--- src/sv/srps_pkg.sv ---
// Shared types, constants and codes for the seeded random position sampler.
// No dependencies; every other design file but srps_stream_if imports this package.
package srps_pkg;

    // Mix constants
    localparam logic [63:0] GOLDEN_ADD = 64'h9E3779B97F4A7C15;
    localparam logic [63:0] MIX_MUL_A  = 64'hBF58476D1CE4E5B9;
    localparam logic [63:0] MIX_MUL_B  = 64'h94D049BB133111EB;

    // Region seed constants
    localparam logic [63:0] TICK_MUL   = 64'hD1B54A32D192ED03;
    localparam logic [63:0] CX_MUL     = 64'h9E3779B185EBCA87;
    localparam logic [63:0] CZ_MUL     = 64'hC2B2AE3D27D4EB4F;
    localparam logic [63:0] SY_MUL     = 64'h165667B19E3779F9;

    localparam int SUB_CHUNKS_DEF = 16;
    localparam int SUB_CHUNKS_W   = 9;

    // Configuration port
    localparam int APB_ADDR_W  = 4;
    localparam int APB_DATA_W  = 64;
    localparam int REG_IDX_LSB = 3;
    localparam logic [APB_ADDR_W-REG_IDX_LSB-1:0] REG_WORLD_SEED = '0;

    // Item kinds
    localparam logic [1:0] KIND_RESEED = 2'd0;
    localparam logic [1:0] KIND_POS    = 2'd1;
    localparam logic [1:0] KIND_WORD   = 2'd2;

    // Result kinds
    localparam logic RES_POS  = 1'b0;
    localparam logic RES_WORD = 1'b1;

    typedef struct packed {
        logic [1:0]         kind;
        logic [63:0]        tick_index;
        logic signed [31:0] chunk_x;
        logic signed [31:0] chunk_z;
        logic [3:0]         sub_chunk_y;
    } in_item_t;

    typedef struct packed {
        logic        result_kind;
        logic [3:0]  local_x;
        logic [3:0]  local_y;
        logic [3:0]  local_z;
        logic [31:0] random_word;
    } out_item_t;

    typedef enum logic [2:0] {
        S_IDLE,
        S_DECODE,
        S_SEED_MUL,
        S_MIX_PRE,
        S_MUL_A,
        S_MUL_B,
        S_OUT
    } state_t;

    typedef enum logic [2:0] {
        MOP_TICK,
        MOP_CX,
        MOP_CZ,
        MOP_SY,
        MOP_MIXA,
        MOP_MIXB
    } mul_op_t;

    // Multiplier phases: one partial product per phase
    typedef enum logic [1:0] {
        PH_IDLE,
        PH_LOHI,
        PH_HILO,
        PH_DONE
    } mul_phase_t;

    typedef struct packed {
        logic    cap_in;
        logic    acc_init;
        logic    acc_xor;
        logic    mul_start;
        mul_op_t mul_op;
        logic    work_pre;
        logic    mix_src_acc;
        logic    work_mid;
        logic    state_load;
        logic    cell_load;
        logic    cell_idx;
        logic    out_load;
    } cmd_t;

    typedef struct packed {
        logic [1:0] kind;
        logic       sy_ok;
        logic       mul_done;
    } status_t;

endpackage

--- src/sv/srps_stream_if.sv ---
// Valid/ready stream channel with a typed payload.
// Depends on nothing; the payload type is set where the channel is instantiated.
interface srps_stream_if #(parameter type payload_t = logic);
    logic     valid;
    logic     ready;
    payload_t payload;

    modport source (output valid, output payload, input ready);
    modport sink   (input valid, input payload, output ready);
endinterface

--- src/sv/srps_mul.sv ---
// 64x64 multiplier, low 64 bits of the product, built from one 32x32 multiplier
// over three partial products. Depends on srps_pkg; operands must hold until done.
module srps_mul (
    input  logic        clk,
    input  logic        rst_n,
    input  logic        start,
    input  logic [63:0] a,
    input  logic [63:0] b,
    output logic        done,
    output logic [63:0] product
);
    import srps_pkg::*;

    mul_phase_t  phase_reg;
    mul_phase_t  phase_next;
    logic [31:0] mx;
    logic [31:0] my;
    logic [63:0] pp_next;
    logic [63:0] pp_reg;
    logic [63:0] acc_reg;
    logic [63:0] acc_next;

    // Pick the partial product for this phase
    always_comb
    begin
        case (phase_reg)
            PH_LOHI:
            begin
                mx = a[31:0];
                my = b[63:32];
            end
            PH_HILO:
            begin
                mx = a[63:32];
                my = b[31:0];
            end
            default:
            begin
                mx = a[31:0];
                my = b[31:0];
            end
        endcase
    end

    assign pp_next = 64'(mx) * 64'(my);

    always_comb
    begin
        phase_next = phase_reg;
        acc_next   = acc_reg;
        case (phase_reg)
            PH_IDLE:
            begin
                if (start)
                begin
                    phase_next = PH_LOHI;
                end
            end
            PH_LOHI:
            begin
                acc_next   = pp_reg;
                phase_next = PH_HILO;
            end
            PH_HILO:
            begin
                acc_next   = acc_reg + {pp_reg[31:0], 32'd0};
                phase_next = PH_DONE;
            end
            default:
            begin
                phase_next = PH_IDLE;
            end
        endcase
    end

    always_ff @(posedge clk or negedge rst_n)
    begin
        if (!rst_n)
        begin
            phase_reg <= PH_IDLE;
        end
        else
        begin
            phase_reg <= phase_next;
        end
    end

    always_ff @(posedge clk)
    begin
        pp_reg  <= pp_next;
        acc_reg <= acc_next;
    end

    assign done    = (phase_reg == PH_DONE);
    assign product = acc_reg + {pp_reg[31:0], 32'd0};

endmodule

--- src/sv/srps_dp.sv ---
// Datapath: world seed register and its bus port, captured item, region seed
// accumulator, mix work register, generator state, cells and result register.
// Depends on srps_pkg and srps_mul.
module srps_dp #(
    parameter int SUB_CHUNKS = srps_pkg::SUB_CHUNKS_DEF
) (
    input  logic                                       clk,
    input  logic                                       rst_n,
    input  srps_pkg::cmd_t                             cmd,
    output srps_pkg::status_t                          status,
    input  srps_pkg::in_item_t                         in_payload,
    output srps_pkg::out_item_t                        out_payload,
    input  logic                                       psel,
    input  logic                                       penable,
    input  logic                                       pwrite,
    input  logic [srps_pkg::APB_ADDR_W-1:0]            paddr,
    input  logic [srps_pkg::APB_DATA_W-1:0]            pwdata,
    output logic [srps_pkg::APB_DATA_W-1:0]            prdata
);
    import srps_pkg::*;

    logic [63:0]        world_seed_reg;
    logic [63:0]        gen_state_reg;
    logic [1:0]         kind_reg;
    logic [63:0]        tick_reg;
    logic signed [31:0] cx_reg;
    logic signed [31:0] cz_reg;
    logic [3:0]         sy_reg;
    logic [63:0]        acc_reg;
    logic [63:0]        work_reg;
    logic [3:0]         cell_reg [2];
    out_item_t          out_reg;

    logic [63:0] mul_a;
    logic [63:0] mul_b;
    logic        mul_done;
    logic [63:0] prod;
    logic [63:0] pre_sum;
    logic [63:0] mixed;
    logic        reg_hit;

    // Configuration register
    assign reg_hit = (paddr[APB_ADDR_W-1:REG_IDX_LSB] == REG_WORLD_SEED);
    assign prdata  = reg_hit ? world_seed_reg : '0;

    always_ff @(posedge clk or negedge rst_n)
    begin
        if (!rst_n)
        begin
            world_seed_reg <= '0;
        end
        else if (psel && penable && pwrite && reg_hit)
        begin
            world_seed_reg <= pwdata;
        end
    end

    // Multiplier operand select
    always_comb
    begin
        case (cmd.mul_op)
            MOP_TICK:
            begin
                mul_a = tick_reg;
                mul_b = TICK_MUL;
            end
            MOP_CX:
            begin
                mul_a = {32'd0, cx_reg};
                mul_b = CX_MUL;
            end
            MOP_CZ:
            begin
                mul_a = {32'd0, cz_reg};
                mul_b = CZ_MUL;
            end
            MOP_SY:
            begin
                mul_a = {60'd0, sy_reg};
                mul_b = SY_MUL;
            end
            MOP_MIXB:
            begin
                mul_a = work_reg;
                mul_b = MIX_MUL_B;
            end
            default:
            begin
                mul_a = work_reg;
                mul_b = MIX_MUL_A;
            end
        endcase
    end

    srps_mul u_mul (
        .clk     (clk),
        .rst_n   (rst_n),
        .start   (cmd.mul_start),
        .a       (mul_a),
        .b       (mul_b),
        .done    (mul_done),
        .product (prod)
    );

    assign pre_sum = (cmd.mix_src_acc ? acc_reg : gen_state_reg) + GOLDEN_ADD;
    assign mixed   = prod ^ (prod >> 31);

    always_ff @(posedge clk or negedge rst_n)
    begin
        if (!rst_n)
        begin
            gen_state_reg <= '0;
        end
        else if (cmd.state_load)
        begin
            gen_state_reg <= mixed;
        end
    end

    always_ff @(posedge clk)
    begin
        if (cmd.cap_in)
        begin
            kind_reg <= in_payload.kind;
            tick_reg <= in_payload.tick_index;
            cx_reg   <= in_payload.chunk_x;
            cz_reg   <= in_payload.chunk_z;
            sy_reg   <= in_payload.sub_chunk_y;
        end
        if (cmd.acc_init)
        begin
            acc_reg <= world_seed_reg;
        end
        else if (cmd.acc_xor)
        begin
            acc_reg <= acc_reg ^ prod;
        end
        if (cmd.work_pre)
        begin
            work_reg <= pre_sum ^ (pre_sum >> 30);
        end
        else if (cmd.work_mid)
        begin
            work_reg <= prod ^ (prod >> 27);
        end
        if (cmd.cell_load)
        begin
            cell_reg[cmd.cell_idx] <= mixed[35:32];
        end
        if (cmd.out_load)
        begin
            if (kind_reg == KIND_WORD)
            begin
                out_reg.result_kind <= RES_WORD;
                out_reg.local_x     <= '0;
                out_reg.local_y     <= '0;
                out_reg.local_z     <= '0;
                out_reg.random_word <= gen_state_reg[63:32];
            end
            else
            begin
                // Third draw sits in the generator state
                out_reg.result_kind <= RES_POS;
                out_reg.local_x     <= cell_reg[0];
                out_reg.local_y     <= cell_reg[1];
                out_reg.local_z     <= gen_state_reg[35:32];
                out_reg.random_word <= '0;
            end
        end
    end

    assign out_payload     = out_reg;
    assign status.kind     = kind_reg;
    assign status.sy_ok    = ({{(SUB_CHUNKS_W-4){1'b0}}, sy_reg} < SUB_CHUNKS_W'(SUB_CHUNKS));
    assign status.mul_done = mul_done;

endmodule

--- src/sv/srps_ctrl.sv ---
// Controller: sequences reseed, mix and draw steps of the datapath and owns
// the channel handshakes. Depends on srps_pkg.
module srps_ctrl (
    input  logic              clk,
    input  logic              rst_n,
    input  logic              in_valid,
    output logic              in_ready,
    output logic              out_valid,
    input  logic              out_ready,
    input  srps_pkg::status_t status,
    output srps_pkg::cmd_t    cmd
);
    import srps_pkg::*;

    state_t     state_reg;
    state_t     state_next;
    logic [1:0] term_reg;
    logic [1:0] term_next;
    logic [1:0] draw_reg;
    logic [1:0] draw_next;
    logic       out_valid_reg;
    logic       out_valid_next;

    always_comb
    begin
        cmd        = '0;
        cmd.mul_op = MOP_MIXA;
        in_ready   = 1'b0;
        state_next = state_reg;
        term_next  = term_reg;
        draw_next  = draw_reg;

        case (state_reg)
            S_IDLE:
            begin
                in_ready = 1'b1;
                if (in_valid)
                begin
                    cmd.cap_in = 1'b1;
                    state_next = S_DECODE;
                end
            end
            S_DECODE:
            begin
                case (status.kind)
                    KIND_RESEED:
                    begin
                        if (status.sy_ok)
                        begin
                            cmd.acc_init = 1'b1;
                            term_next    = 2'd0;
                            state_next   = S_SEED_MUL;
                        end
                        else
                        begin
                            state_next = S_IDLE;
                        end
                    end
                    KIND_POS, KIND_WORD:
                    begin
                        draw_next  = 2'd0;
                        state_next = S_MIX_PRE;
                    end
                    default:
                    begin
                        state_next = S_IDLE;
                    end
                endcase
            end
            S_SEED_MUL:
            begin
                cmd.mul_start = 1'b1;
                case (term_reg)
                    2'd0:    cmd.mul_op = MOP_TICK;
                    2'd1:    cmd.mul_op = MOP_CX;
                    2'd2:    cmd.mul_op = MOP_CZ;
                    default: cmd.mul_op = MOP_SY;
                endcase
                if (status.mul_done)
                begin
                    cmd.acc_xor = 1'b1;
                    if (term_reg == 2'd3)
                    begin
                        state_next = S_MIX_PRE;
                    end
                    else
                    begin
                        term_next = term_reg + 2'd1;
                    end
                end
            end
            S_MIX_PRE:
            begin
                cmd.work_pre    = 1'b1;
                cmd.mix_src_acc = (status.kind == KIND_RESEED);
                state_next      = S_MUL_A;
            end
            S_MUL_A:
            begin
                cmd.mul_start = 1'b1;
                cmd.mul_op    = MOP_MIXA;
                if (status.mul_done)
                begin
                    cmd.work_mid = 1'b1;
                    state_next   = S_MUL_B;
                end
            end
            S_MUL_B:
            begin
                cmd.mul_start = 1'b1;
                cmd.mul_op    = MOP_MIXB;
                if (status.mul_done)
                begin
                    cmd.state_load = 1'b1;
                    cmd.cell_load  = (status.kind == KIND_POS) && (draw_reg != 2'd2);
                    cmd.cell_idx   = draw_reg[0];
                    if (status.kind == KIND_RESEED)
                    begin
                        state_next = S_IDLE;
                    end
                    else if (status.kind == KIND_POS && draw_reg != 2'd2)
                    begin
                        draw_next  = draw_reg + 2'd1;
                        state_next = S_MIX_PRE;
                    end
                    else
                    begin
                        state_next = S_OUT;
                    end
                end
            end
            S_OUT:
            begin
                // Wait for the result register to drain
                if (!out_valid_reg || out_ready)
                begin
                    cmd.out_load = 1'b1;
                    state_next   = S_IDLE;
                end
            end
            default:
            begin
                state_next = S_IDLE;
            end
        endcase

        if (cmd.out_load)
        begin
            out_valid_next = 1'b1;
        end
        else if (out_ready)
        begin
            out_valid_next = 1'b0;
        end
        else
        begin
            out_valid_next = out_valid_reg;
        end
    end

    always_ff @(posedge clk or negedge rst_n)
    begin
        if (!rst_n)
        begin
            state_reg     <= S_IDLE;
            term_reg      <= '0;
            draw_reg      <= '0;
            out_valid_reg <= 1'b0;
        end
        else
        begin
            state_reg     <= state_next;
            term_reg      <= term_next;
            draw_reg      <= draw_next;
            out_valid_reg <= out_valid_next;
        end
    end

    assign out_valid = out_valid_reg;

    a_accept_decode: assert property (@(posedge clk) disable iff (!rst_n)
        (in_valid && in_ready) |=> state_reg == S_DECODE)
        else $error("accepted item not decoded next cycle");

    a_out_slot_free: assert property (@(posedge clk) disable iff (!rst_n)
        cmd.out_load |-> (!out_valid_reg || out_ready))
        else $error("result register overwritten before transfer");

    a_state_on_done: assert property (@(posedge clk) disable iff (!rst_n)
        cmd.state_load |-> (state_reg == S_MUL_B && status.mul_done))
        else $error("generator state loaded without finished product");

    a_out_from_out_state: assert property (@(posedge clk) disable iff (!rst_n)
        $rose(out_valid_reg) |-> $past(state_reg) == S_OUT)
        else $error("result raised outside output step");

endmodule

--- src/sv/seeded_random_position_sampler.sv ---
// Top level of the seeded random position sampler: controller plus datapath.
// Depends on srps_pkg, srps_stream_if, srps_ctrl and srps_dp.
//
// Usage:
//   in_ch carries items (kind, tick_index, chunk_x, chunk_z, sub_chunk_y);
//   out_ch carries results (result_kind, local_x/y/z, random_word). Both are
//   valid/ready channels; a transfer happens when valid and ready are high.
//   The APB port writes/reads world_seed at byte address 0 (64-bit data);
//   pready is always high. Write it only while the block is idle.
// Sequencing: one item at a time. Each mix is bounded by the single 32x32
//   multiplier (three partial products per 64-bit multiply, two multiplies
//   per mix). A reseed runs four seed multiplies plus one mix and gives no
//   result; a word item runs one mix to its result, a position item three
//   mixes. Unknown kinds and out-of-range sub_chunk_y are dropped.
// The result register decouples the sides: a new item is taken while a result
//   waits; if the receiver stalls, the next result waits with the controller in
//   S_OUT until the register drains.
// Reset clears the generator state and world_seed to zero.
module seeded_random_position_sampler #(
    parameter int SUB_CHUNKS = srps_pkg::SUB_CHUNKS_DEF
) (
    input  logic                            clk,
    input  logic                            rst_n,
    srps_stream_if.sink                     in_ch,
    srps_stream_if.source                   out_ch,
    input  logic                            psel,
    input  logic                            penable,
    input  logic                            pwrite,
    input  logic [srps_pkg::APB_ADDR_W-1:0] paddr,
    input  logic [srps_pkg::APB_DATA_W-1:0] pwdata,
    output logic [srps_pkg::APB_DATA_W-1:0] prdata,
    output logic                            pready
);
    import srps_pkg::*;

    cmd_t      cmd;
    status_t   status;
    in_item_t  in_payload;
    out_item_t out_payload;
    logic      in_ready;
    logic      out_valid;

    assign pready        = 1'b1;
    assign in_payload    = in_ch.payload;
    assign in_ch.ready   = in_ready;
    assign out_ch.valid  = out_valid;
    assign out_ch.payload = out_payload;

    srps_ctrl u_ctrl (
        .clk       (clk),
        .rst_n     (rst_n),
        .in_valid  (in_ch.valid),
        .in_ready  (in_ready),
        .out_valid (out_valid),
        .out_ready (out_ch.ready),
        .status    (status),
        .cmd       (cmd)
    );

    srps_dp #(
        .SUB_CHUNKS (SUB_CHUNKS)
    ) u_dp (
        .clk         (clk),
        .rst_n       (rst_n),
        .cmd         (cmd),
        .status      (status),
        .in_payload  (in_payload),
        .out_payload (out_payload),
        .psel        (psel),
        .penable     (penable),
        .pwrite      (pwrite),
        .paddr       (paddr),
        .pwdata      (pwdata),
        .prdata      (prdata)
    );

endmodule

--- src/flat_wrapper.sv ---
// flat-port wrapper written by rule: the top's interface ports become plain ports
module seeded_random_position_sampler_flat import srps_pkg::*;
#(
    parameter int SUB_CHUNKS = srps_pkg::SUB_CHUNKS_DEF
)
  (clk, rst_n, psel, penable, pwrite, paddr, pwdata, prdata, pready, in_ch_valid, in_ch_payload, in_ch_ready, out_ch_valid, out_ch_payload, out_ch_ready);
  srps_stream_if #(.payload_t(in_item_t)) in_ch_i ();
  srps_stream_if #(.payload_t(out_item_t)) out_ch_i ();
  input  logic clk;
  input  logic rst_n;
  input  logic psel;
  input  logic penable;
  input  logic pwrite;
  input  logic [srps_pkg::APB_ADDR_W-1:0] paddr;
  input  logic [srps_pkg::APB_DATA_W-1:0] pwdata;
  output logic [srps_pkg::APB_DATA_W-1:0] prdata;
  output logic pready;
  input wire logic [$bits(in_ch_i.valid)-1:0] in_ch_valid;
  input wire logic [$bits(in_ch_i.payload)-1:0] in_ch_payload;
  output wire logic [$bits(in_ch_i.ready)-1:0] in_ch_ready;
  output wire logic [$bits(out_ch_i.valid)-1:0] out_ch_valid;
  output wire logic [$bits(out_ch_i.payload)-1:0] out_ch_payload;
  input wire logic [$bits(out_ch_i.ready)-1:0] out_ch_ready;
  assign in_ch_i.valid = in_ch_valid;
  assign in_ch_i.payload = in_ch_payload;
  assign in_ch_ready = in_ch_i.ready;
  assign out_ch_valid = out_ch_i.valid;
  assign out_ch_payload = out_ch_i.payload;
  assign out_ch_i.ready = out_ch_ready;
  seeded_random_position_sampler #(.SUB_CHUNKS(SUB_CHUNKS)) u_core (.clk(clk), .rst_n(rst_n), .in_ch(in_ch_i), .out_ch(out_ch_i), .psel(psel), .penable(penable), .pwrite(pwrite), .paddr(paddr), .pwdata(pwdata), .prdata(prdata), .pready(pready));
endmodule
--- config.mk ---
export PLATFORM = sky130hd
export DESIGN_NAME = seeded_random_position_sampler_flat
export DESIGN_NICKNAME = d
export VERILOG_FILES = /design/src/sv/srps_pkg.sv /design/src/sv/srps_stream_if.sv /design/src/sv/srps_mul.sv /design/src/sv/srps_dp.sv /design/src/sv/srps_ctrl.sv /design/src/sv/seeded_random_position_sampler.sv /design/src/flat_wrapper.sv
export SDC_FILE = /design/constraint.sdc
export NUM_CORES = 2
export LEC_CHECK = 0
export BUFFER_PORTS_ARGS = -buffer_cell sky130_fd_sc_hd__buf_2
export CAP_MARGIN = 40
export CORE_MARGIN = 4
export CORE_UTILIZATION = 35
export CTS_CLUSTER_DIAMETER = 30
export DETAILED_ROUTE_END_ITERATION = 6
export GPL_ROUTABILITY_DRIVEN = 0
export GPL_TIMING_DRIVEN = 1
export PLACE_DENSITY_LB_ADDON = 0.12
export SYNTH_ARGS = -nofsm -noshare
export SYNTH_HDL_FRONTEND = slang
export SYNTH_SLANG_ARGS = --single-unit
--- constraint.sdc ---
create_clock -name clk -period 9.99 [get_ports clk]
set_input_delay 0 -clock clk [delete_from_list [all_inputs] [get_ports clk]]
set_output_delay 0 -clock clk [all_outputs]
set_load 0.02 [all_outputs]
Word level (Yosys, flattened, before mapping)
Memories as Yosys holds them, arrays and structs flattened.
Cells that the tools add are included.
{"block": "word_totals", "register_bits": 573, "ramBits": 8, "in_bits": 209, "output_inout_bits": 112, "word_cells": 136, "memories": 1}
{"block": "op_classes", "add_sub_neg": 4, "multipliers": 1, "eq_ne": 31, "mux": 52, "n_bitwise": 5, "reduce_logical": 21}
{"memory": "u_core.u_dp.cell_reg", "depth": 2, "word_bits": 4, "rd": 2, "rd_clocked_by_memory_dff": 0, "write_ports": 1, "line": "srps_dp.sv:31", "rtl": "logic [3:0] cell_reg [2];"}
{"operator": "64-bit 2-to-1 mux", "count": 6}
{"operator": "64-bit one-hot mux with 5 select lines", "count": 1}
{"operator": "64-bit one-hot mux with 4 select lines", "count": 1}
{"operator": "64-bit one-hot mux with 2 select lines", "count": 1}
{"operator": "64-bit adder", "count": 1}
{"operator": "64-bit adder, second input constant", "count": 1}
{"operator": "32-bit by 32-bit multiplier with 64-bit output", "count": 1}
{"operator": "32-bit 2-to-1 mux", "count": 2}
{"operator": "64-bit by 33-bit bitwise XOR with 64-bit output", "count": 1}
{"operator": "64-bit by 34-bit bitwise XOR with 64-bit output", "count": 1}
{"operator": "64-bit by 37-bit bitwise XOR with 64-bit output", "count": 1}
{"operator": "64-bit bitwise XOR", "count": 1}
{"operator": "45-bit 2-to-1 mux", "count": 1}
{"operator": "3-bit 2-to-1 mux", "count": 10}
{"operator": "2-bit inequality test, second input constant", "count": 11}
{"operator": "3-bit one-hot mux with 7 select lines", "count": 1}
{"operator": "2-bit 2-to-1 mux", "count": 9}
{"operator": "1-bit 2-to-1 mux", "count": 14}
{"operator": "3-bit by 2-bit == test with 1-bit output, second input constant", "count": 4}
{"operator": "3-bit == test, second input constant", "count": 4}
{"operator": "2-bit one-hot mux with 2 select lines", "count": 3}
{"operator": "2-bit one-hot mux with 3 select lines", "count": 2}
{"operator": "4-bit one-hot mux with 3 select lines", "count": 1}
{"operator": "2-bit nonzero test", "count": 6}
{"operator": "15 further kinds", "count": 30}

Longest topological paths before layout
{"block": "depth", "depth_word": 7, "depth_mapped": 40, "mapped_depth_nobuf": 36}

By module
Synthesis repeated with hierarchy kept, for this count alone.
{"block": "unflattened", "cells_unflattened": 6255, "area_unflattened_um2": 62215.9}
{"module": "srps_mul", "instances": 1, "cells_per_inst": 4231, "area_per_inst_um2": 38595.8, "seq_area_each_um2": 3253.1}
{"module": "srps_dp", "instances": 1, "cells_per_inst": 1926, "area_per_inst_um2": 22820.6, "seq_area_each_um2": 12662.1}
{"module": "srps_ctrl", "instances": 1, "cells_per_inst": 96, "area_per_inst_um2": 788.3, "seq_area_each_um2": 200.2}
{"module": "seeded_random_position_sampler", "instances": 1, "cells_per_inst": 2, "area_per_inst_um2": 11.3, "seq_area_each_um2": 0.0}

Worst setup path after synthesis
Ideal clock, no wire load.
{"block": "synth_path", "path_type": "reg2reg", "startpoint": "register u_core.u_dp.u_mul.phase_reg[1]", "endpoint": "register u_core.u_dp.u_mul.pp_reg[62]", "setup_time_ns": 0.072, "arrival_time_ns": 9.513, "t_required_ns": 9.918, "path_slack_ns": 0.405, "path_stages_with_launch": 32, "n_path_buf": 6, "synth_period_minus_slack_ns": 9.585, "path_cell_list": "dfrtp_1 > inv_1 > ha_1 > clkbuf_1 > clkbuf_1 > buf_1 > a22o_1 > clkbuf_1 > clkbuf_1 > nand2_1 > fa_1 > fa_1 > fa_1 > fa_1 > inv_1 > fa_1 > fa_1 > fa_1 > inv_1 > fa_1 > inv_1 > ha_1 > clkbuf_1 > a21o_1 > o21bai_1 > a21oi_1 > o21ai_0 > a41o_1 > o41ai_1 > o41ai_1 > a221oi_1 > xnor2_1"}
{"block": "synth_between", "elab_chain_cells": 3, "word_cells_on_any_way": 5, "classes_between": "mul: 1; eq/ne: 2; mux: 2"}
{"element": "start: declaration", "line": "srps_mul.sv:14", "rtl": "mul_phase_t phase_reg;"}
{"element": "start signal: assignment", "line": "srps_mul.sv:84", "rtl": "phase_reg <= phase_next;"}
{"element": "2-bit == test or 2-bit by 1-bit == test with 1-bit output (tied branches)", "line": "srps_mul.sv:26", "rtl": "case (phase_reg)"}
{"element": "32-bit 2-to-1 mux", "line": "srps_mul.sv:26"}
{"element": "32-bit by 32-bit multiplier with 64-bit output (*)", "line": "srps_mul.sv:45", "rtl": "assign pp_next = 64'(mx) * 64'(my);"}
{"element": "net u_core.u_dp.u_mul.pp_next[62]", "line": "srps_mul.sv:18", "rtl": "logic [63:0] pp_next;"}
{"element": "end signal: assignment", "line": "srps_mul.sv:90", "rtl": "pp_reg <= pp_next;"}
{"element": "end: declaration", "line": "srps_mul.sv:19", "rtl": "logic [63:0] pp_reg;"}
Mark *: on every way through the listed nets, which the timed path passes. The rest lies on a longest branch.
A chain may end at the register's enable or synchronous reset.

Worst setup path in the final report
{"block": "layout_path", "startpoint": "register u_core.u_ctrl.state_reg[0]", "endpoint": "register u_core.u_dp.u_mul.pp_reg[60]"}
{"block": "layout_between", "elab_chain_cells": 6, "word_cells_on_any_way": 14, "classes_between": "mul: 1; eq/ne: 7; mux: 5; reduce/logical: 1"}
{"element": "start: declaration", "line": "srps_ctrl.sv:15", "rtl": "state_t state_reg;"}
{"element": "start signal: assignment", "line": "srps_ctrl.sv:172", "rtl": "state_reg <= state_next;"}
{"element": "3-bit == test or 3-bit by 2-bit == test with 1-bit output (tied branches)", "line": "srps_ctrl.sv:33", "rtl": "case (state_reg)"}
{"element": "4-bit one-hot mux with 3 select lines (*)", "line": "srps_ctrl.sv:33"}
{"element": "3-bit == test (tied with other cells)", "line": "srps_dp.sv:61", "rtl": "case (cmd.mul_op)"}
{"element": "64-bit one-hot mux with 5 select lines or 64-bit one-hot mux with 4 select lines (tied branches)", "line": "srps_dp.sv:61"}
{"element": "32-bit 2-to-1 mux", "line": "srps_mul.sv:26"}
{"element": "32-bit by 32-bit multiplier with 64-bit output (*)", "line": "srps_mul.sv:45"}
{"element": "net u_core.u_dp.u_mul.pp_next[60]", "line": "srps_mul.sv:18"}
Marks and branches as above.

==> parameters.txt <==
Parameter                              Value

Outcome
  Status ... completed

Yosys
  Combined area of all synthesized cells ... 0.0616 sq mm
  Leading register cell type out of synthesis ... sky130_fd_sc_hd__edfxtp_1
  Post-synth ARST share ... 23.8%
  Most frequent cells after synthesis ... sky130_fd_sc_hd__inv_1, sky130_fd_sc_hd__fa_1, sky130_fd_sc_hd__nand2_1
  Largest cells by area after synthesis ... sky130_fd_sc_hd__fa_1, sky130_fd_sc_hd__edfxtp_1, sky130_fd_sc_hd__ha_1
  Yosys cell types ... 95
  Adder and majority cell fraction of the synthesized area ... 35.4%
  Post-synthesis sequential area ratio ... 26.2%
  Cell type with the largest total area after synthesis ... sky130_fd_sc_hd__fa_1
  Post-Synthesis Net Count ... roughly 8000
  Main combinational cell family by area after synthesis ... adder cells
  Most frequent cell after synthesis ... sky130_fd_sc_hd__inv_1
  Xor-xnor portion of the synthesized cell area ... 4.56%
  Synth Area in Compound Gates ... 8.21%
  Proportion of synthesized area in mux cells ... about 3.8%
  Average footprint of a synthesized cell ... around 9.6 sq um
  Post-synth EDFFs ... approximately 380
  Synth Area in Simple Gates ... ~14%
  Register bit total from synthesis ... 581
  Yosys warning count ... 0
  Share of the synthesized area in the top cell type ... 29.1%
  Post-Synthesis Cells ... 6407

Min path
  Hold WC Path Type ... input pin to flip-flop
  Hold Path Cell Cnt ... 2

CTS
  Cts bufs inserted ... 130
  Total number of H-tree levels ... 4
  Cell at the root of the clock tree ... sky130_fd_sc_hd__clkbuf_16
  Max Root-Sink Buffers ... 3
  Clock insertion delay at the later pin of the skew report ... ~750 ps
  CTS tree ... yes
  TritonCTS Sinks ... 581
  Clock-pin slew of the registers on the worst-case setup and hold paths ... 40 ps

Timing
  Number of pins exceeding their max-slew limit in the final report ... 0
  Crit path time final ... 9660 ps
  Number of endpoints with negative hold slack in the final report ... 0
  Rel. slew slack ... 36.3%
  Setup-violating endpoint count in the final report ... 0
  Worst-margin pin slew ... 946 ps
  Setup skew after layout ... 45.1 ps
  Sum of negative setup slack ... 0 ps
  Final cycle utilization of the critical path ... 96.7%
  Highest clock frequency the design can meet ... 104 MHz

Critical path
  Top delay family on crit path ... adder cells
  Endpoint of the worst-slack reg-to-reg timing path ... u_core.u_dp.u_mul.pp_reg[60]
  Class of the most critical setup path ... flip-flop to flip-flop
  Slowest stage cell on the critical path ... sky130_fd_sc_hd__fa_1
  Setup crit end ... u_core.u_dp.u_mul.pp_reg[60]
  Critical path buffer and inverter count ... 8
  Slowest Stage Delay on Critical Path ... 610 ps
  Cells on worst reg2reg path ... 32
  Kind of start point of the critical path ... flip-flop
  CP endpoint kind ... flip-flop
  Cell depth of the worst setup path ... 32
  Start point of the critical path ... u_core.u_ctrl.state_reg[0]
  Reg-to-reg setup timing slack ... 330 ps
  Critical path required time ... ~11000 ps
  Startpoint of the most critical register-to-register path ... u_core.u_ctrl.state_reg[0]
  Cell repeated most along the worst path ... sky130_fd_sc_hd__fa_1
  Critical path arrival ... roughly 10000 ps
  Highest fanout seen on the critical path ... 74

Die
  Starting density of the core ... 35.3%
  Row cnt ... 153
  Floorplan Core Area ... 0.174 sq mm
  Die width ... 428 um
  Vertical die dimension ... 428 um
  Top-Level Pins ... roughly 320
  Area enclosed by the die boundary ... 0.183 sq mm

Detailed routing
  Detailed Route WL ... 250 mm
  DRC Markers ... 0
  Number of DRC markers after the initial detailed-route iteration ... roughly 4800
  Detail-routed via count per cell ... approximately 5.2
  Routed wire per std cell ... 25.9 um
  Count of vias placed by the detailed router ... slightly above 50000
  DRT Pass-1 Iters ... 6
  Detail Route Antenna Nets ... 0

Placed design
  Total placed instance area ... 0.0681 sq mm
  Final HPWL from detailed placement ... 201 mm
  Total instance count after detailed placement ... between 9000 and 10000
  Count of input and output buffers ... 316

Final layout
  Post-route design area ... 0.0761 sq mm
  Non-filler cells in the finished layout ... ~9700
  Layout overhead on the synthesized area ... 23.6%
  Final design utilization ... 43.7%
  Final net count ... 8626
  Total of fill cells in the finished design ... 16837
  Fraction of final layout cells sized beyond drive strength 1 ... approximately 15%

Job
  MaxCap Viol Count ... 0

Global route
  Largest net degree at the start of global routing ... 102
  Wire length of the first global-routing pass ... 366 mm
  Antenna violations before repair ... 14
  Total global-route track usage ... about 28%
  Vias in the first global route ... 52817
  Final global-route overflow total ... 0
==> area by class of cell <==
type                    instances  area, sq um  share of cell area [%]
diodes                          5         12.5                  0.0164
clock buffers                 155         3450                    4.53
clock inverters                85         1110                    1.46
inverters                     938         3520                    4.62
multi-input cells            4556        41000                    53.8
flip-flops and latches        581        16100                    21.2
well taps                    2325         2910                    3.82
repair buffers               1006         8040                    10.6
==> logic make-up (layout without fill, tap and decap cells) <==
logic type               Yosys count  after routing
AND/OR/NAND/NOR                 2023           2023
buffers and inverters           1270           2184
adder cells (fa/ha/maj)         1204           1204
AO/OA/AOI/OAI                    797            797
flip-flops                       581            581
XOR/XNOR                         316            316
multiplexers                     215            215
other                              1              6
==> worst min-delay path by stage <==
stage,startpoint,to,slack (ps)
3_3_place_gp,rst_n,u_core.u_dp.world_seed_reg[52],110
5_1_grt,in_ch_payload[114],u_core.u_dp.tick_reg[46],2
2_1_floorplan,rst_n,u_core.u_ctrl.draw_reg[0],-300
3_5_place_dp,rst_n,u_core.u_dp.world_seed_reg[49],120
4_1_cts,pwdata[8],u_core.u_dp.world_seed_reg[8],0.004
6_report,in_ch_payload[96],u_core.u_dp.tick_reg[28],30
==> through the flow <==
step / hold slack (ps) / setup WS [ps]
after floorplan: -296 / 405
final: 29.1 / 333
after global routing: 2.37 / -1.93
after global placement: 111 / 223
after detailed placement: 119 / 260
after CTS: 0.00422 / 143
==> timing repair <==
| action | 4_1_cts | 5_1_grt |
|---|---|---|
| hold buffers | 338 | 1 |
| setup buffers | 0 | 2 |
| endpoints found under the setup margin | 0 | 6 |
| hold endpoints to repair | 348 | 1 |
| resized for setup | 0 | 20 |
==> placed cells by master (no fill, tap or decap), drive strengths merged, types with 27 or more instances in the layout <==
cell / synthesis / layout
dlygate4sd3: 0 / 338
mux2i: 81 / 81
a21o: 61 / 61
o21ai: 274 / 274
buf: 53 / 668
edfxtp: 379 / 379
nor2b: 126 / 126
a31oi: 27 / 27
a221o: 27 / 27
clkbuf: 279 / 155
and2: 46 / 46
xnor2: 224 / 224
o21a: 43 / 43
a21oi: 205 / 205
ha: 307 / 307
inv: 937 / 945
xor2: 90 / 90
nand3: 74 / 74
mux2: 134 / 134
nor3: 48 / 48
fa: 897 / 897
nor2: 716 / 716
nand2: 871 / 871
dfrtp: 138 / 138
clkinv: 1 / 50
dfxtp: 64 / 64
==> routing by layer <==
| metal | track usage, % | part of all wire (%) | up-vias |
|---|---|---|---|
| met5 | 0 | 0.0052 | - |
| met4 | 11.0 | 4.5 | 2 |
| met3 | 5.36 | 7.7 | 445 |
| met2 | 43.0 | 45 | 2139 |
| met1 | 37.7 | 43 | 25707 |
| li1 | - | - | 22027 |
==> worst register-to-register path: cells and delay by family (launching register included) <==
kind / cells / cell delay, ps
buf+inv: 8 / 1230
compound gates: 4 / 1410
fa+ha+maj: 9 / 4440
simple gates: 10 / 1870
xor+xnor: 1 / 180
flops: 1 / 420
Power is left out: the tool's default activity adds up to more than one toggle a clock period on the data nets, which glitch-free logic cannot reach.
